### src/rtl/core/sc2a_pkg.sv
// shared types, codes and lookup functions for the set 1 scan code decoder
// no dependencies
package sc2a_pkg;

	localparam int unsigned ByteW = 8;
	localparam int unsigned CodeW = 7;
	localparam int unsigned CharW = 7;

	localparam logic [CodeW-1:0] KEY_LSHIFT  = 7'd42;
	localparam logic [CodeW-1:0] KEY_RSHIFT  = 7'd54;
	localparam logic [CharW-1:0] CHAR_NONE   = 7'h00;
	localparam logic [CharW-1:0] CHAR_LOW_A  = 7'h61;
	localparam logic [CharW-1:0] CHAR_LOW_Z  = 7'h7a;
	localparam logic [CharW-1:0] CASE_OFFSET = 7'h20;

	typedef struct packed {
		logic             char_valid;
		logic [CharW-1:0] char_code;
		logic             shift_held;
	} result_t;

	// us layout, unshifted
	function automatic logic [CharW-1:0] us_map(input logic [CodeW-1:0] code);
		logic [CharW-1:0] c;
		case (code)
			7'd1:    c = 7'h1b;
			7'd2:    c = 7'h31;
			7'd3:    c = 7'h32;
			7'd4:    c = 7'h33;
			7'd5:    c = 7'h34;
			7'd6:    c = 7'h35;
			7'd7:    c = 7'h36;
			7'd8:    c = 7'h37;
			7'd9:    c = 7'h38;
			7'd10:   c = 7'h39;
			7'd11:   c = 7'h30;
			7'd12:   c = 7'h2d;
			7'd13:   c = 7'h3d;
			7'd14:   c = 7'h08;
			7'd15:   c = 7'h09;
			7'd16:   c = 7'h71;
			7'd17:   c = 7'h77;
			7'd18:   c = 7'h65;
			7'd19:   c = 7'h72;
			7'd20:   c = 7'h74;
			7'd21:   c = 7'h79;
			7'd22:   c = 7'h75;
			7'd23:   c = 7'h69;
			7'd24:   c = 7'h6f;
			7'd25:   c = 7'h70;
			7'd26:   c = 7'h5b;
			7'd27:   c = 7'h5d;
			7'd28:   c = 7'h0a;
			7'd30:   c = 7'h61;
			7'd31:   c = 7'h73;
			7'd32:   c = 7'h64;
			7'd33:   c = 7'h66;
			7'd34:   c = 7'h67;
			7'd35:   c = 7'h68;
			7'd36:   c = 7'h6a;
			7'd37:   c = 7'h6b;
			7'd38:   c = 7'h6c;
			7'd39:   c = 7'h3b;
			7'd40:   c = 7'h27;
			7'd41:   c = 7'h60;
			7'd43:   c = 7'h5c;
			7'd44:   c = 7'h7a;
			7'd45:   c = 7'h78;
			7'd46:   c = 7'h63;
			7'd47:   c = 7'h76;
			7'd48:   c = 7'h62;
			7'd49:   c = 7'h6e;
			7'd50:   c = 7'h6d;
			7'd51:   c = 7'h2c;
			7'd52:   c = 7'h2e;
			7'd53:   c = 7'h2f;
			7'd55:   c = 7'h2a;
			7'd57:   c = 7'h20;
			7'd74:   c = 7'h2d;
			7'd78:   c = 7'h2b;
			default: c = CHAR_NONE;
		endcase
		return c;
	endfunction

	// shifted symbol or upper case
	function automatic logic [CharW-1:0] shifted_form(input logic [CharW-1:0] c);
		logic [CharW-1:0] s;
		case (c)
			7'h60:   s = 7'h7e;
			7'h31:   s = 7'h21;
			7'h32:   s = 7'h40;
			7'h33:   s = 7'h23;
			7'h34:   s = 7'h24;
			7'h35:   s = 7'h25;
			7'h36:   s = 7'h5e;
			7'h37:   s = 7'h26;
			7'h38:   s = 7'h2a;
			7'h39:   s = 7'h28;
			7'h30:   s = 7'h29;
			7'h2d:   s = 7'h5f;
			7'h3d:   s = 7'h2b;
			7'h5b:   s = 7'h7b;
			7'h5d:   s = 7'h7d;
			7'h5c:   s = 7'h7c;
			7'h3b:   s = 7'h3a;
			7'h27:   s = 7'h22;
			7'h2c:   s = 7'h3c;
			7'h2e:   s = 7'h3e;
			7'h2f:   s = 7'h3f;
			default: begin
				if (c inside {[CHAR_LOW_A:CHAR_LOW_Z]}) begin
					s = c - CASE_OFFSET;
				end else begin
					s = c;
				end
			end
		endcase
		return s;
	endfunction

endpackage

### src/rtl/core/sc2a_in_reg.sv
// input register stage holding one raw scan byte
// uses sc2a_pkg
module sc2a_in_reg (
	input  logic                        clk,
	input  logic                        arst_n,
	input  logic                        scan_valid,
	output logic                        scan_ready,
	input  logic [sc2a_pkg::ByteW-1:0]  scan_byte,
	output logic                        valid_s1,
	output logic [sc2a_pkg::ByteW-1:0]  byte_s1,
	input  logic                        advance
);

	assign scan_ready = !valid_s1 || advance;

	always_ff @(posedge clk or negedge arst_n) begin
		if (!arst_n) begin
			valid_s1 <= 1'b0;
		end else if (scan_ready) begin
			valid_s1 <= scan_valid;
		end
	end

	always_ff @(posedge clk) begin
		if (scan_valid && scan_ready) begin
			byte_s1 <= scan_byte;
		end
	end

endmodule

### src/rtl/core/sc2a_decode.sv
// table lookup, shift handling and the shift flag register
// uses sc2a_pkg
module sc2a_decode (
	input  logic                        clk,
	input  logic                        arst_n,
	input  logic [sc2a_pkg::ByteW-1:0]  byte_s1,
	input  logic                        advance,
	output sc2a_pkg::result_t           result
);

	logic                        shift_q;
	logic                        shift_next;
	logic                        release_bit;
	logic                        is_shift;
	logic [sc2a_pkg::CodeW-1:0]  code;
	logic [sc2a_pkg::CharW-1:0]  base_char;
	logic [sc2a_pkg::CharW-1:0]  out_char;

	assign code        = byte_s1[sc2a_pkg::CodeW-1:0];
	assign release_bit = byte_s1[sc2a_pkg::ByteW-1];
	assign is_shift    = (code == sc2a_pkg::KEY_LSHIFT) || (code == sc2a_pkg::KEY_RSHIFT);
	assign shift_next  = is_shift ? !release_bit : shift_q;

	always_comb begin
		base_char = release_bit ? sc2a_pkg::CHAR_NONE : sc2a_pkg::us_map(code);
		if (base_char != sc2a_pkg::CHAR_NONE && shift_next) begin
			out_char = sc2a_pkg::shifted_form(base_char);
		end else begin
			out_char = base_char;
		end
		result.char_valid = (out_char != sc2a_pkg::CHAR_NONE);
		result.char_code  = out_char;
		result.shift_held = shift_next;
	end

	always_ff @(posedge clk or negedge arst_n) begin
		if (!arst_n) begin
			shift_q <= 1'b0;
		end else if (advance) begin
			shift_q <= shift_next;
		end
	end

endmodule

### src/rtl/core/sc2a_out_reg.sv
// result register feeding the output channel
// uses sc2a_pkg
module sc2a_out_reg (
	input  logic                        clk,
	input  logic                        arst_n,
	input  logic                        valid_s1,
	output logic                        advance,
	input  sc2a_pkg::result_t           result,
	output logic                        result_valid,
	input  logic                        result_ready,
	output logic                        char_valid,
	output logic [sc2a_pkg::CharW-1:0]  char_code,
	output logic                        shift_held
);

	logic              valid_s2;
	sc2a_pkg::result_t result_s2;

	assign advance = valid_s1 && (!valid_s2 || result_ready);

	always_ff @(posedge clk or negedge arst_n) begin
		if (!arst_n) begin
			valid_s2 <= 1'b0;
		end else if (!valid_s2 || result_ready) begin
			valid_s2 <= valid_s1;
		end
	end

	always_ff @(posedge clk) begin
		if (advance) begin
			result_s2 <= result;
		end
	end

	assign result_valid = valid_s2;
	assign char_valid   = result_s2.char_valid;
	assign char_code    = result_s2.char_code;
	assign shift_held   = result_s2.shift_held;

endmodule

### src/rtl/core/scancode_set1_to_ascii.sv
// set 1 scan code to ascii decoder
// throughput one request per cycle while result_ready is held, one result per request
// input register, table lookup with shift logic, result register
// arst_n clears both stage valids and the shift flag (shift released)
// uses sc2a_pkg, sc2a_in_reg, sc2a_decode, sc2a_out_reg
module scancode_set1_to_ascii (
	input  logic                        clk,
	input  logic                        arst_n,
	input  logic                        scan_valid,
	output logic                        scan_ready,
	input  logic [sc2a_pkg::ByteW-1:0]  scan_byte,
	output logic                        result_valid,
	input  logic                        result_ready,
	output logic                        char_valid,
	output logic [sc2a_pkg::CharW-1:0]  char_code,
	output logic                        shift_held
);

	logic                        valid_s1;
	logic [sc2a_pkg::ByteW-1:0]  byte_s1;
	logic                        advance;
	sc2a_pkg::result_t           result;

	sc2a_in_reg u_in_reg (
		.clk        (clk),
		.arst_n     (arst_n),
		.scan_valid (scan_valid),
		.scan_ready (scan_ready),
		.scan_byte  (scan_byte),
		.valid_s1   (valid_s1),
		.byte_s1    (byte_s1),
		.advance    (advance)
	);

	sc2a_decode u_decode (
		.clk     (clk),
		.arst_n  (arst_n),
		.byte_s1 (byte_s1),
		.advance (advance),
		.result  (result)
	);

	sc2a_out_reg u_out_reg (
		.clk          (clk),
		.arst_n       (arst_n),
		.valid_s1     (valid_s1),
		.advance      (advance),
		.result       (result),
		.result_valid (result_valid),
		.result_ready (result_ready),
		.char_valid   (char_valid),
		.char_code    (char_code),
		.shift_held   (shift_held)
	);

endmodule

### config.mk
export PLATFORM = sky130hd
export DESIGN_NAME = scancode_set1_to_ascii
export DESIGN_NICKNAME = d
export VERILOG_FILES = /design/src/rtl/core/sc2a_pkg.sv /design/src/rtl/core/sc2a_in_reg.sv /design/src/rtl/core/sc2a_decode.sv /design/src/rtl/core/sc2a_out_reg.sv /design/src/rtl/core/scancode_set1_to_ascii.sv
export SDC_FILE = /design/constraint.sdc
export NUM_CORES = 1
export LEC_CHECK = 0
export BUFFER_PORTS_ARGS = -buffer_cell sky130_fd_sc_hd__buf_2
export CAP_MARGIN = 10
export CORE_ASPECT_RATIO = 1.25
export CORE_MARGIN = 5
export CORE_UTILIZATION = 60
export CTS_CLUSTER_DIAMETER = 30
export CTS_CLUSTER_SIZE = 8
export DETAILED_ROUTE_END_ITERATION = 8
export HOLD_SLACK_MARGIN = 0.12
export PLACE_DENSITY = 0.79
export SYNTH_ARGS = -nofsm -noshare
export SYNTH_HDL_FRONTEND = slang
export SYNTH_HIERARCHICAL = 1
export SYNTH_SLANG_ARGS = --single-unit
export TNS_END_PERCENT = 1
### constraint.sdc
create_clock -name clk -period 9.1 [get_ports clk]
set_input_delay 0.91 -clock clk [delete_from_list [all_inputs] [get_ports clk]]
set_output_delay 0.91 -clock clk [all_outputs]
set_load 0.02 [all_outputs]
==> results.md <==
* Syn avg cell area at 8.73 sq um
* Final setup viols at 0
* Ant. Diodes at 0
* Share of cells above drive strength 1 at 17.4%
* Antenna-violating nets left at 0
* FF-to-FF setup slack at 4.63 ns
* Crit Path Max Fanout at 15
* Yosys cell types at 71
* Fin. max-slew vios at 0
* Worst Setup End Kind: flop
* RSZ-0062 raised after global routing: false
* Placed cell area at 2440 sq um
* Vias/cell at 6.70
* Crit Reg-Reg Startpoint: u_in_reg/byte_s1[1]
* Worst EP arrival at 4.48 ns
* Num rows at 25
* Crit share post-route at 49.2%
* Worst setup path start: u_in_reg/byte_s1[1]
* Flop pwr share at 37.6%
* Design Area, Final at 2510 sq um
* Critical R2R Capture: u_out_reg/char_code[1]
* Comb power frac at 36.4%
* Starting DRT DRC Count at 273
* Leak at 0.975 nW
* Worst-margin pin slew at 1.17 ns
* Critical path class: reg2reg
* Pwr Density at 133 nW/um^2
* Power after layout at 333 uW
* #FFs+latches synth at 20
* Hold_buf cts at 0
* # IOs at 23
* Slew headroom at 22.0%
* Sequential-to-total area share from yosys stat at 24.6%
* CP Data Required Time at 9.11 ns
* Die extent in x at 66.4 microns
* Cts bufs inserted at 3
* Status: finished, final reports clean
* Longest Clk Path Bufs at 2
* CTS tree: yes
* Clock transition at path regs at 0.07 ns
* Initial antenna violation count at 0
* Full die area at 5340 sq um
* Vias in the first global route at 2,016
* Max Freq at 224 MHz
* Final Hold Fails at 0
* Post-Syn Nets at 298
* Chip height at 80.5 microns
* Sw frac at 35.5%
* Worst-Skew Late Latency at 0.26 ns
* I/O Buffers at 22
* Clk sinks at 20
* Asr flop ratio synth at 15.0%
* Average routed wire per standard cell at 19.2 microns
* Initial core utilization at 62.5%
* Core area at 3820 sq um
* Synth Flop Type: edfxtp_1
* CTS HTree Levels at 1
* Post-CTS setup buffers at 0
* Startpoint class of the critical path: flop
* Mapped cell area at 2380 sq um
* Net Sw Power at 118 uW
* Post-route DRC violation count at 0
* Detailed placement HPWL at 4710 microns
* Hold/Removal Path Class: in2async
* CTS root buf: clkbuf_8
* Pint at 215 uW
* Largest net degree at the start of global routing at 37
* Via count at 2,244
* Layout area overhead at 5.46%
* Max Cap Violations at 0
* Final nets at 307
* Routability cong. at 0.977
* All-layer global routing usage at 24.4%
* First-pass DRT Iterations at 6
* Reg2Reg Depth at 11
* Number of enable flip-flop cells after synthesis at 17
* YS warnings at 6
* Cells after synthesis at 273
* Worst Skew at 0.00237 ns
* Gr ovfl total at 0
* First-pass GRT wire length at 10,100 microns
* Clock power share at 26.0%
* Fin Setup TNS at 0 ns
* Detailed Route WL at 6420 microns
* Crit path capture: u_out_reg/char_code[1]
* Fin crit period at 4.47 ns
* VDD IR max at 170 uV
* CTS resizes at 0
-- power by group through the flow --
| stage | Clock, mW | Combinational (mW) | Sequential, mW |
|---|---|---|---|
| 2_1_floorplan | 0 | 0.0909 | 0.129 |
| 3_3_place_gp | 0 | 0.118 | 0.127 |
| 3_5_place_dp | 0 | 0.118 | 0.127 |
| 4_1_cts | 0.0887 | 0.119 | 0.125 |
| 5_1_grt | 0.0953 | 0.129 | 0.127 |
| 6_report | 0.0868 | 0.121 | 0.125 |
-- Yosys cell counts, drive strengths merged (7+ instances only) --
library cell	count	area, sq um
nand4	11	68.8
nor2b	7	43.8
edfxtp	17	510
mux2i	7	70.1
buf	15	110
o21ai	23	115
inv	11	41.3
nand3	11	55.1
nor2	16	65.1
a31oi	9	71.3
nand2b	13	88.8
ha	13	163
nand2	18	70.1
-- area by class of cell --
class / count / area, sq um
Clock inverter: 1 / 30.0
Fill cell: 339 / 1300
Timing Repair Buffer: 23 / 118
Clock buffer: 3 / 41.3
Tap cell: 54 / 67.6
Sequential cell: 20 / 586
Multi-Input combinational cell: 223 / 1630
Inverter: 11 / 41.3
-- layer usage --
layer  vias to the layer above  global-route usage [%]  wire length [microns]
met5                         -                       0                      0
met4                         0                    6.71                    106
met3                        10                    3.78                    345
met2                        85                    43.6                   3300
met1                      1069                    29.8                   2670
li1                       1080                       -                      -
-- sequential cells by signal (all words and copies together) (netlist names) --
signal                  count
u_decode/shift_q            1
u_out_reg/char_code         7
u_in_reg/valid_s1           1
u_out_reg/shift_held        1
u_out_reg/result_valid      1
u_in_reg/byte_s1            8
u_out_reg/char_valid        1
-- how the worst min path moves through the flow --
| stage | startpoint | depth (start not counted) | endpoint | slack, ns |
|---|---|---|---|---|
| after global placement | u_out_reg/result_valid | 2 | u_out_reg/result_valid | 0.48 |
| after global routing | arst_n | 1 | u_in_reg/valid_s1 | 0.42 |
| final | arst_n | 1 | u_in_reg/valid_s1 | 0.43 |
| after CTS | arst_n | 1 | u_out_reg/result_valid | 0.43 |
| after detailed placement | u_out_reg/result_valid | 2 | u_out_reg/result_valid | 0.50 |
| after floorplan | u_decode/shift_q | 2 | u_decode/shift_q | 0.50 |
-- cell usage in the layout, fill, tap and decap left out, types with 11 or more instances in the layout --
master	n
nor2_1	14
buf_2	22
nand4_1	11
edfxtp_1	17
nand2_1	17
o21ai_0	14
nand3_1	11
nand2b_1	12
ha_1	13
-- through the flow --
| step | setup WS, ns | util [%] | hold WS (ns) | instances |
|---|---|---|---|---|
| final | 4.63 | 65.9 | 0.431 | 335 |
| after global routing | 4.34 | 65.9 | 0.418 | 335 |
| after CTS | 4.73 | 65.9 | 0.427 | 335 |
| after detailed placement | 4.75 | 64.0 | 0.504 | 331 |
| after global placement | 4.81 | 64.0 | 0.482 | 331 |
| after floorplan | 5.52 | - | 0.504 | 273 |
-- worst max-delay path, cell delays in order (launching register included) --
cell and delay [ns]:
edfxtp_1 0.65, inv_1 0.26, ha_1 0.30, and2_0 0.17
a2111oi_0 0.54, a211o_1 0.17, a31oi_1 0.35, nor2_1 0.66
mux2i_1 0.16, o211a_2 0.35, a31oi_4 0.28, mux2_4 0.33
-- cell families after synthesis --
| group | count (synthesis) | share of synthesized area [%] |
|---|---|---|
| buffers and inverters | 30 | 7.03 |
| adder cells (fa/ha/maj) | 13 | 6.82 |
| multiplexers | 11 | 5.62 |
| flip-flops | 20 | 24.6 |
| AND/OR/NAND/NOR | 113 | 28.7 |
| AO/OA/AOI/OAI | 86 | 27.3 |
Note: power is estimated with default switching activity, not from simulation.
